==> config.mk <==
export PLATFORM = sky130hd
export DESIGN_NAME = sensor_frame_deframer_unit
export DESIGN_NICKNAME = d
export VERILOG_FILES = /design/src/hw/rtl/sfd_pkg.sv /design/src/hw/rtl/sfd_front.sv /design/src/hw/rtl/sfd_queue.sv /design/src/hw/rtl/sfd_back.sv /design/src/hw/rtl/sensor_frame_deframer_unit.sv
export VERILOG_INCLUDE_DIRS = /design/src /design/src/hw/rtl
export SDC_FILE = /design/constraint.sdc
export NUM_CORES = 1
export LEC_CHECK = 0
export ABC_CLOCK_PERIOD_IN_PS = 11850
export BUFFER_PORTS_ARGS = -buffer_cell sky130_fd_sc_hd__clkbuf_2
export CORE_MARGIN = 4
export CORE_UTILIZATION = 40
export DETAILED_ROUTE_END_ITERATION = 7
export GPL_TIMING_DRIVEN = 0
export HOLD_SLACK_MARGIN = 0.15
export PLACE_DENSITY = 0.62
export SKIP_CTS_REPAIR_TIMING = 1
export SLEW_MARGIN = 20
export SYNTH_ARGS = -nofsm -noshare
export SYNTH_HDL_FRONTEND = slang
export SYNTH_HIERARCHICAL = 1
export SYNTH_SLANG_ARGS = --single-unit
export TNS_END_PERCENT = 20
==> constraint.sdc <==
create_clock -name clk -period 11.85 [get_ports clk]
set_input_delay 1.7775 -clock clk [delete_from_list [all_inputs] [get_ports clk]]
set_output_delay 1.7775 -clock clk [all_outputs]
set_load 0.03 [all_outputs]
==> src/hw/rtl/sensor_frame_deframer_unit_defines.svh <==
// Assertion helpers for the deframer. The clock is clk and the reset is rst_n
// in every file that uses them.
`ifndef SENSOR_FRAME_DEFRAMER_UNIT_DEFINES_SVH
`define SENSOR_FRAME_DEFRAMER_UNIT_DEFINES_SVH

`ifndef NO_ASSERTIONS

// cons must hold in the same cycle as ante
`define SFD_ASSERT_IMPL(lbl, ante, cons) \
  lbl: assert property (@(posedge clk) disable iff (!rst_n) (ante) |-> (cons)) \
    else $error("deframer assertion failed");

// cons must hold in the cycle after ante
`define SFD_ASSERT_NEXT(lbl, ante, cons) \
  lbl: assert property (@(posedge clk) disable iff (!rst_n) (ante) |=> (cons)) \
    else $error("deframer assertion failed");

`else

`define SFD_ASSERT_IMPL(lbl, ante, cons)
`define SFD_ASSERT_NEXT(lbl, ante, cons)

`endif

`endif

==> src/hw/rtl/sfd_pkg.sv <==
`timescale 1ns / 1ps

package sfd_pkg;

  localparam int FRAME_BYTES   = 24;
  localparam int POS_W         = $clog2(FRAME_BYTES);
  localparam int CHECK_POS     = 22;
  localparam int TAIL_POS      = 23;
  localparam int PAYLOAD_FIRST = 2;
  localparam int PAYLOAD_COUNT = 20;
  localparam int VALUE_COUNT   = 10;
  localparam int BYTE_W        = 8;
  localparam int WORD_W        = 16;
  localparam int CFG_INDEX_W   = 8;

  // register indexes on the configuration port
  localparam logic [CFG_INDEX_W-1:0] REG_HEADER = 8'd0;
  localparam logic [CFG_INDEX_W-1:0] REG_TAIL   = 8'd1;

  localparam logic [BYTE_W-1:0] HEADER_RESET = 8'd123;
  localparam logic [BYTE_W-1:0] TAIL_RESET   = 8'd125;

  // word slots in a frame, in arrival order
  localparam int IDX_VEL_X   = 0;
  localparam int IDX_VEL_Y   = 1;
  localparam int IDX_VEL_Z   = 2;
  localparam int IDX_ACCEL_X = 3;
  localparam int IDX_ACCEL_Y = 4;
  localparam int IDX_ACCEL_Z = 5;
  localparam int IDX_GYRO_X  = 6;
  localparam int IDX_GYRO_Y  = 7;
  localparam int IDX_GYRO_Z  = 8;
  localparam int IDX_VOLTAGE = 9;

  typedef enum logic [1:0] {
    ST_GOOD         = 2'd0,
    ST_BAD_HEADER   = 2'd1,
    ST_BAD_TAIL     = 2'd2,
    ST_BAD_CHECKSUM = 2'd3
  } frame_status_t;

  typedef logic [VALUE_COUNT-1:0][WORD_W-1:0] value_set_t;

  typedef struct packed {
    frame_status_t status;
    value_set_t    words;
  } frame_rec_t;

  typedef struct packed {
    logic                   valid;
    logic [CFG_INDEX_W-1:0] index;
    logic [BYTE_W-1:0]      data;
  } cfg_wr_t;

  typedef struct packed {
    logic [POS_W-1:0] pos;
    logic             frame_end;
  } front_stat_t;

  typedef struct packed {
    logic load;
    logic good;
  } back_stat_t;

endpackage

==> src/hw/rtl/sfd_front.sv <==
`timescale 1ns / 1ps

// Byte intake: position count, running XOR, header check, payload capture, classification.
module sfd_front (
  input  logic                       clk,
  input  logic                       rst_n,
  input  logic                       in_push,
  input  logic [sfd_pkg::BYTE_W-1:0] in_rx_byte,
  output logic                       in_full,
  input  sfd_pkg::cfg_wr_t           cfg_wr,
  input  logic                       q_full,
  output logic                       q_push,
  output sfd_pkg::frame_rec_t        q_rec,
  output sfd_pkg::front_stat_t       stat
);

  localparam int POS_W = sfd_pkg::POS_W;

  logic [sfd_pkg::BYTE_W-1:0] header_r, tail_r;
  logic [POS_W-1:0]           pos_r;
  logic [sfd_pkg::BYTE_W-1:0] xor_r;
  logic                       hdr_ok_r;
  logic [sfd_pkg::BYTE_W-1:0] payload_r [sfd_pkg::PAYLOAD_COUNT];

  logic                       is_tail;
  logic                       accept;
  logic [POS_W-1:0]           pos_nxt;
  logic [sfd_pkg::BYTE_W-1:0] xor_nxt;
  logic                       hdr_ok_nxt;

  assign is_tail = (pos_r == POS_W'(sfd_pkg::TAIL_POS));
  assign in_full = is_tail && q_full;
  assign accept  = in_push && !in_full;
  assign q_push  = accept && is_tail;

  always_comb begin
    pos_nxt    = pos_r;
    xor_nxt    = xor_r;
    hdr_ok_nxt = hdr_ok_r;
    if (accept) begin
      if (is_tail) begin
        pos_nxt    = '0;
        xor_nxt    = '0;
        hdr_ok_nxt = 1'b0;
      end else begin
        pos_nxt = pos_r + POS_W'(1);
        xor_nxt = xor_r ^ in_rx_byte;
        if (pos_r == '0) begin
          hdr_ok_nxt = (in_rx_byte == header_r);
        end
      end
    end
  end

  always_ff @(posedge clk) begin
    if (!rst_n) begin
      pos_r    <= '0;
      xor_r    <= '0;
      hdr_ok_r <= 1'b0;
      header_r <= sfd_pkg::HEADER_RESET;
      tail_r   <= sfd_pkg::TAIL_RESET;
    end else begin
      pos_r    <= pos_nxt;
      xor_r    <= xor_nxt;
      hdr_ok_r <= hdr_ok_nxt;
      if (cfg_wr.valid && cfg_wr.index == sfd_pkg::REG_HEADER) begin
        header_r <= cfg_wr.data;
      end
      if (cfg_wr.valid && cfg_wr.index == sfd_pkg::REG_TAIL) begin
        tail_r <= cfg_wr.data;
      end
    end
  end

  // each payload slot is written at its own frame position
  for (genvar i = 0; i < sfd_pkg::PAYLOAD_COUNT; i++) begin : g_slot
    always_ff @(posedge clk) begin
      if (accept && pos_r == POS_W'(sfd_pkg::PAYLOAD_FIRST + i)) begin
        payload_r[i] <= in_rx_byte;
      end
    end
  end

  // classification on the tail byte; XOR already includes the check byte
  always_comb begin
    if (!hdr_ok_r) begin
      q_rec.status = sfd_pkg::ST_BAD_HEADER;
    end else if (in_rx_byte != tail_r) begin
      q_rec.status = sfd_pkg::ST_BAD_TAIL;
    end else if (xor_r != '0) begin
      q_rec.status = sfd_pkg::ST_BAD_CHECKSUM;
    end else begin
      q_rec.status = sfd_pkg::ST_GOOD;
    end
    for (int w = 0; w < sfd_pkg::VALUE_COUNT; w++) begin
      q_rec.words[w] = {payload_r[2*w], payload_r[2*w+1]};
    end
  end

  assign stat.pos       = pos_r;
  assign stat.frame_end = q_push;

endmodule

==> src/hw/rtl/sfd_queue.sv <==
`timescale 1ns / 1ps

// Small register FIFO between front and back.
module sfd_queue #(
  parameter int DEPTH = 2,
  parameter int WIDTH = 8
) (
  input  logic             clk,
  input  logic             rst_n,
  input  logic             push,
  input  logic [WIDTH-1:0] push_data,
  output logic             full,
  input  logic             pop,
  output logic [WIDTH-1:0] pop_data,
  output logic             empty
);

  localparam int PTR_W = (DEPTH > 1) ? $clog2(DEPTH) : 1;
  localparam int CNT_W = $clog2(DEPTH + 1);

  logic [WIDTH-1:0] mem_r [DEPTH];
  logic [PTR_W-1:0] wr_ptr_r, rd_ptr_r;
  logic [CNT_W-1:0] count_r, count_nxt;
  logic             do_push, do_pop;

  assign full     = (count_r == CNT_W'(DEPTH));
  assign empty    = (count_r == '0);
  assign do_push  = push && !full;
  assign do_pop   = pop && !empty;
  assign pop_data = mem_r[rd_ptr_r];

  always_comb begin
    count_nxt = count_r;
    if (do_push && !do_pop) begin
      count_nxt = count_r + CNT_W'(1);
    end else if (do_pop && !do_push) begin
      count_nxt = count_r - CNT_W'(1);
    end
  end

  always_ff @(posedge clk) begin
    if (!rst_n) begin
      wr_ptr_r <= '0;
      rd_ptr_r <= '0;
      count_r  <= '0;
    end else begin
      count_r <= count_nxt;
      if (do_push) begin
        wr_ptr_r <= (wr_ptr_r == PTR_W'(DEPTH - 1)) ? '0 : wr_ptr_r + PTR_W'(1);
      end
      if (do_pop) begin
        rd_ptr_r <= (rd_ptr_r == PTR_W'(DEPTH - 1)) ? '0 : rd_ptr_r + PTR_W'(1);
      end
    end
  end

  always_ff @(posedge clk) begin
    if (do_push) begin
      mem_r[wr_ptr_r] <= push_data;
    end
  end

endmodule

==> src/hw/rtl/sfd_back.sv <==
`timescale 1ns / 1ps

// Result stage: holds last good values, owns the output register.
module sfd_back (
  input  logic                  clk,
  input  logic                  rst_n,
  input  logic                  q_empty,
  input  sfd_pkg::frame_rec_t   q_data,
  output logic                  q_pop,
  input  logic                  out_pop,
  output logic                  out_empty,
  output sfd_pkg::frame_status_t status,
  output sfd_pkg::value_set_t   values,
  output sfd_pkg::back_stat_t   stat
);

  logic                   out_valid_r, out_valid_nxt;
  sfd_pkg::frame_status_t status_r;
  sfd_pkg::value_set_t    values_r;
  logic                   load;

  // slot free, or its request leaves this cycle
  assign load          = !q_empty && (!out_valid_r || out_pop);
  assign q_pop         = load;
  assign out_valid_nxt = load || (out_valid_r && !out_pop);

  always_ff @(posedge clk) begin
    if (!rst_n) begin
      out_valid_r <= 1'b0;
      values_r    <= '0;
    end else begin
      out_valid_r <= out_valid_nxt;
      if (load && q_data.status == sfd_pkg::ST_GOOD) begin
        values_r <= q_data.words;
      end
    end
  end

  always_ff @(posedge clk) begin
    if (load) begin
      status_r <= q_data.status;
    end
  end

  assign out_empty = !out_valid_r;
  assign status    = status_r;
  assign values    = values_r;
  assign stat.load = load;
  assign stat.good = (q_data.status == sfd_pkg::ST_GOOD);

endmodule

==> src/hw/rtl/sensor_frame_deframer_unit.sv <==
`timescale 1ns / 1ps

// Sensor frame deframer. Serial bytes are pushed in one per request and
// grouped into fixed 24-byte frames counted from reset; there is no
// resynchronisation, so a lost or extra byte shifts every later frame.
// Byte 0 must match the header register, byte 23 the tail register, and
// the XOR of bytes 0..22 must be zero. Each completed frame yields one
// result request: a status (good, bad header, bad tail, checksum mismatch,
// first fault wins in that order) plus ten big-endian signed words taken
// from bytes 2..21. A bad frame leaves the held words as they were; before
// the first good frame they read zero.
// Rate: one byte per cycle while in_full is low. in_full rises only on the
// tail byte of a frame, and only when the frame queue between the intake
// and the result stage is full, i.e. when FRAME_QUEUE_DEPTH results plus
// the one in the output register are all waiting to be popped. A result is
// written into the queue on the edge that accepts its tail byte and moves
// into the output register once that register is empty or being popped.
// Registers are written through the cfg_ port, which is always ready;
// index 0 is the header byte, 1 the tail byte, anything else is ignored.
// The header is checked against the value held when byte 0 arrives and
// the tail against the value held when byte 23 arrives.
`include "sensor_frame_deframer_unit_defines.svh"

module sensor_frame_deframer_unit #(
  parameter int FRAME_QUEUE_DEPTH = 2
) (
  input  logic                            clk,
  input  logic                            rst_n,
  // byte intake
  input  logic                            in_push,
  output logic                            in_full,
  input  logic [sfd_pkg::BYTE_W-1:0]      in_rx_byte,
  // frame results
  output logic                            out_empty,
  input  logic                            out_pop,
  output logic [1:0]                      out_frame_status,
  output logic signed [sfd_pkg::WORD_W-1:0] out_vel_x,
  output logic signed [sfd_pkg::WORD_W-1:0] out_vel_y,
  output logic signed [sfd_pkg::WORD_W-1:0] out_vel_z,
  output logic signed [sfd_pkg::WORD_W-1:0] out_accel_x,
  output logic signed [sfd_pkg::WORD_W-1:0] out_accel_y,
  output logic signed [sfd_pkg::WORD_W-1:0] out_accel_z,
  output logic signed [sfd_pkg::WORD_W-1:0] out_gyro_x,
  output logic signed [sfd_pkg::WORD_W-1:0] out_gyro_y,
  output logic signed [sfd_pkg::WORD_W-1:0] out_gyro_z,
  output logic signed [sfd_pkg::WORD_W-1:0] out_supply_voltage,
  // register writes
  input  logic                            cfg_valid,
  output logic                            cfg_ready,
  input  logic [sfd_pkg::CFG_INDEX_W-1:0] cfg_index,
  input  logic [sfd_pkg::BYTE_W-1:0]      cfg_data
);

  localparam int REC_W = $bits(sfd_pkg::frame_rec_t);

  sfd_pkg::cfg_wr_t       cfg_wr;
  sfd_pkg::frame_rec_t    front_rec, q_rec;
  sfd_pkg::front_stat_t   front_st;
  sfd_pkg::back_stat_t    back_st;
  sfd_pkg::frame_status_t status;
  sfd_pkg::value_set_t    values;
  logic                   q_push, q_full, q_pop, q_empty;
  logic [REC_W-1:0]       q_rd_bits;

  assign cfg_ready    = 1'b1;
  assign cfg_wr.valid = cfg_valid;
  assign cfg_wr.index = cfg_index;
  assign cfg_wr.data  = cfg_data;

  // intake and classification
  sfd_front u_front (
    .clk        (clk),
    .rst_n      (rst_n),
    .in_push    (in_push),
    .in_rx_byte (in_rx_byte),
    .in_full    (in_full),
    .cfg_wr     (cfg_wr),
    .q_full     (q_full),
    .q_push     (q_push),
    .q_rec      (front_rec),
    .stat       (front_st)
  );

  // completed frames wait here while the output side stalls
  sfd_queue #(
    .DEPTH (FRAME_QUEUE_DEPTH),
    .WIDTH (REC_W)
  ) u_queue (
    .clk       (clk),
    .rst_n     (rst_n),
    .push      (q_push),
    .push_data (front_rec),
    .full      (q_full),
    .pop       (q_pop),
    .pop_data  (q_rd_bits),
    .empty     (q_empty)
  );

  assign q_rec = sfd_pkg::frame_rec_t'(q_rd_bits);

  // held values and output register
  sfd_back u_back (
    .clk       (clk),
    .rst_n     (rst_n),
    .q_empty   (q_empty),
    .q_data    (q_rec),
    .q_pop     (q_pop),
    .out_pop   (out_pop),
    .out_empty (out_empty),
    .status    (status),
    .values    (values),
    .stat      (back_st)
  );

  assign out_frame_status   = status;
  assign out_vel_x          = $signed(values[sfd_pkg::IDX_VEL_X]);
  assign out_vel_y          = $signed(values[sfd_pkg::IDX_VEL_Y]);
  assign out_vel_z          = $signed(values[sfd_pkg::IDX_VEL_Z]);
  assign out_accel_x        = $signed(values[sfd_pkg::IDX_ACCEL_X]);
  assign out_accel_y        = $signed(values[sfd_pkg::IDX_ACCEL_Y]);
  assign out_accel_z        = $signed(values[sfd_pkg::IDX_ACCEL_Z]);
  assign out_gyro_x         = $signed(values[sfd_pkg::IDX_GYRO_X]);
  assign out_gyro_y         = $signed(values[sfd_pkg::IDX_GYRO_Y]);
  assign out_gyro_z         = $signed(values[sfd_pkg::IDX_GYRO_Z]);
  assign out_supply_voltage = $signed(values[sfd_pkg::IDX_VOLTAGE]);

  // a frame never ends into a full queue, and the count restarts after it
  `SFD_ASSERT_IMPL(a_queue_room, front_st.frame_end, !q_full)
  `SFD_ASSERT_NEXT(a_frame_wrap, front_st.frame_end, front_st.pos == '0)
  // a rejected frame leaves the held values alone
  `SFD_ASSERT_NEXT(a_bad_holds, back_st.load && !back_st.good, $stable(values))

endmodule

==> results by group <==
Floorplanning
  – Die H: 259 um
  – IO Count: 194
  – Core Region: 0.0622 mm^2
  – Die ar.: 0.0672 mm^2
  – Die X: 259 um
  – Initial core utilization: 0.406
  – Num rows: 91

Setup path
  – Crit end category: primary output
  – Slowest-stage cell, CP: nand4b_1
  – Startpoint types: flip-flop
  – CP max stage delay: 410 ps
  – R2R cell count: 10
  – Worst path cell trace: ha_1 > clkbuf_1 > nand4b_1 > clkbuf_1 > nor2_1 > clkbuf_2
  – Req. time, crit path: 10,070 ps
  – R2R Path Start: u_front/pos_r[1]
  – CP Max Fanout: 10
  – CP bufs+invs: 3
  – Most frequent CP cell: clkbuf_1
  – Arr. time, crit path: 2630 ps
  – Setup CP Type: flip-flop to primary output
  – Reg-to-Reg End: u_queue/mem_r[0][105]
  – Delay-heaviest family, CP: buffers and inverters
  – R2r setup slk: 8180 ps

Place
  – Routability cong.: 0.746
  – Post-DP HPWL: 35.0 mm
  – Port bufs: 191
  – Worst slack at placement: 7440 ps

Cells and area
  – Syn-to-layout area delta: 18.2%
  – Layout Nets: 1,905
  – Ratio of cells with drive above 1 in the final layout: 0.270
  – Utilization after layout: 0.480
  – Antenna fix cells: 0

Flow run
  – Max-cap violations: 0

Timing
  – FMAX: 227 MHz
  – Worst Max-Slew Pin Slew: 1060 ps
  – Clock skew: 19.6 ps
  – Final WS setup: 7440 ps
  – Period minus WS final: 4410 ps
  – Final setup viols: 0
  – Final period utilization: 0.372
  – RSZ-0062 raised after global routing: false
  – Pins Over Slew Limit: 0
  – Final hold vios: 0
  – Rel. slew slack: 0.293

GRT
  – Initial antenna violation count: 3
  – Vias in the first global route: 13,829
  – Largest net degree at the start of global routing: 45
  – Total track usage: 0.161
  – Global-route wire length before repair: 81.7 mm
  – GRT overflow: 0

Drt
  – DRC viols: 0
  – DRT iter0 DRCs: 752
  – Final antenna-violating net count: 0
  – Vias per inst: 4.80
  – Avg WL per Cell: 19.8 um
  – Vias: 13,272
  – Final WL: 54.7 mm
  – 1st-pass router iterations: 5

Clock tree
  – CTS buffer count: 70
  – Worst-skew pair later-pin latency: 600 ps
  – Root Driver: clkbuf_16
  – CTS max path bufs: 3
  – Clock-pin slew on the worst setup and hold paths: 60 ps
  – TritonCTS clock tree: done
  – H-tree depth: 3
  – CTS Sinks: 682

Yosys
  – Mapped Nets: 1,626
  – Yosys warns: 6
  – Post-Synthesis Cells: 1,591
  – Post-Synthesis Cell Area: 0.0253 mm^2
  – Avg Synthesized Cell Area: 15.9 um^2

Min path
  – Worst Hold Path EP: u_queue/mem_r[0][137]
  – Hold Path Origin: u_front/payload_r[4][1]
  – HP Class: flip-flop to flip-flop
  – Hold path depth: 0

Power and ir drop
  – P_leak: 0.0105 uW
  – Power per Cell Area: 161 mW/mm^2
  – Peak VDD IR: 0.0902 mV

Run status
  – Status: completed
-- placed cells by master, fill, tap and decap left out, drive strengths merged, types with 3 or more instances in the layout --
cell,count
dfxtp,196
nand2,341
o21ai,4
nor2,18
mux2i,177
clkinv,13
buf,60
nand2b,3
o211ai,10
edfxtp,486
and2,21
ha,6
xnor2,9
nor4,3
nor2b,8
and3,5
xor2,20
nor3,4
a21boi,3
mux2,162
clkbuf,341
inv,12
or4,4
bufinv,4
-- layout make-up --
class                      count  area, um^2
buffer                        84         566
clock buffer                 110        2090
clock inverter                19         224
fill                        5382       32300
inverter                      10        37.5
multi-input combinational    815        6150
sequential                   682       18500
tap                          837        1050
timing repair buffer         207        1220
-- power breakdown --
part | switching, uW | internal (uW) | leakage [uW]
Combinational | 61.3 | 17.6 | 0.00341
Sequential | 2.57 | 2540 | 0.00595
Clock | 871 | 1300 | 0.00114
Total | 935 | 3860 | 0.0105
-- how the worst max path moves through the flow --
stage | startpoint | to | slack [ps] | cells after the start
floorplan | in_push | u_queue/mem_r[0][0] | 2590 | 4
global placement | in_push | u_queue/wr_ptr_r | -1650 | 5
detailed placement | in_push | u_queue/mem_r[0][107] | 7440 | 8
CTS | u_front/pos_r[1] | in_full | 7400 | 6
global route | u_front/pos_r[1] | in_full | 7150 | 6
finish | u_front/pos_r[1] | in_full | 7440 | 6
-- routing by layer --
metal	track usage	vias to the layer above	wire, um
met5	0	-	13
li1	-	6265	-
met4	0.0537	2	1200
met1	0.202	6611	23500
met2	0.276	313	27300
met3	0.0365	81	2810
-- flip-flops by register name, summed over array words and instances (netlist names), named ones only --
register / flops
u_front/xor_r: 8
u_back/out_valid_r: 1
u_queue/wr_ptr_r: 1
u_front/tail_r: 8
u_back/status: 2
u_queue/mem_r: 324
u_back/values: 160
u_queue/rd_ptr_r: 1
u_queue/count_r: 2
u_front/header_r: 8
u_front/hdr_ok_r: 1
u_front/payload_r: 160
u_front/pos_r: 5
-- per-stage QoR --
step / cells / total power, uW / area [um^2] / TNS, ps / hold WS (ps)
after floorplan: 1591 / 2620 / 25300 / 0 / 421
after global placement: 2619 / 2670 / 27300 / -265840 / 422
after detailed placement: 2635 / 2670 / 27500 / 0 / 430
after CTS: 2764 / 4860 / 29900 / 0 / 428
after global routing: 2764 / 4970 / 29900 / 0 / 445
final: 2764 / 4790 / 29900 / 0 / 436
(Power assumes the default switching activity.)
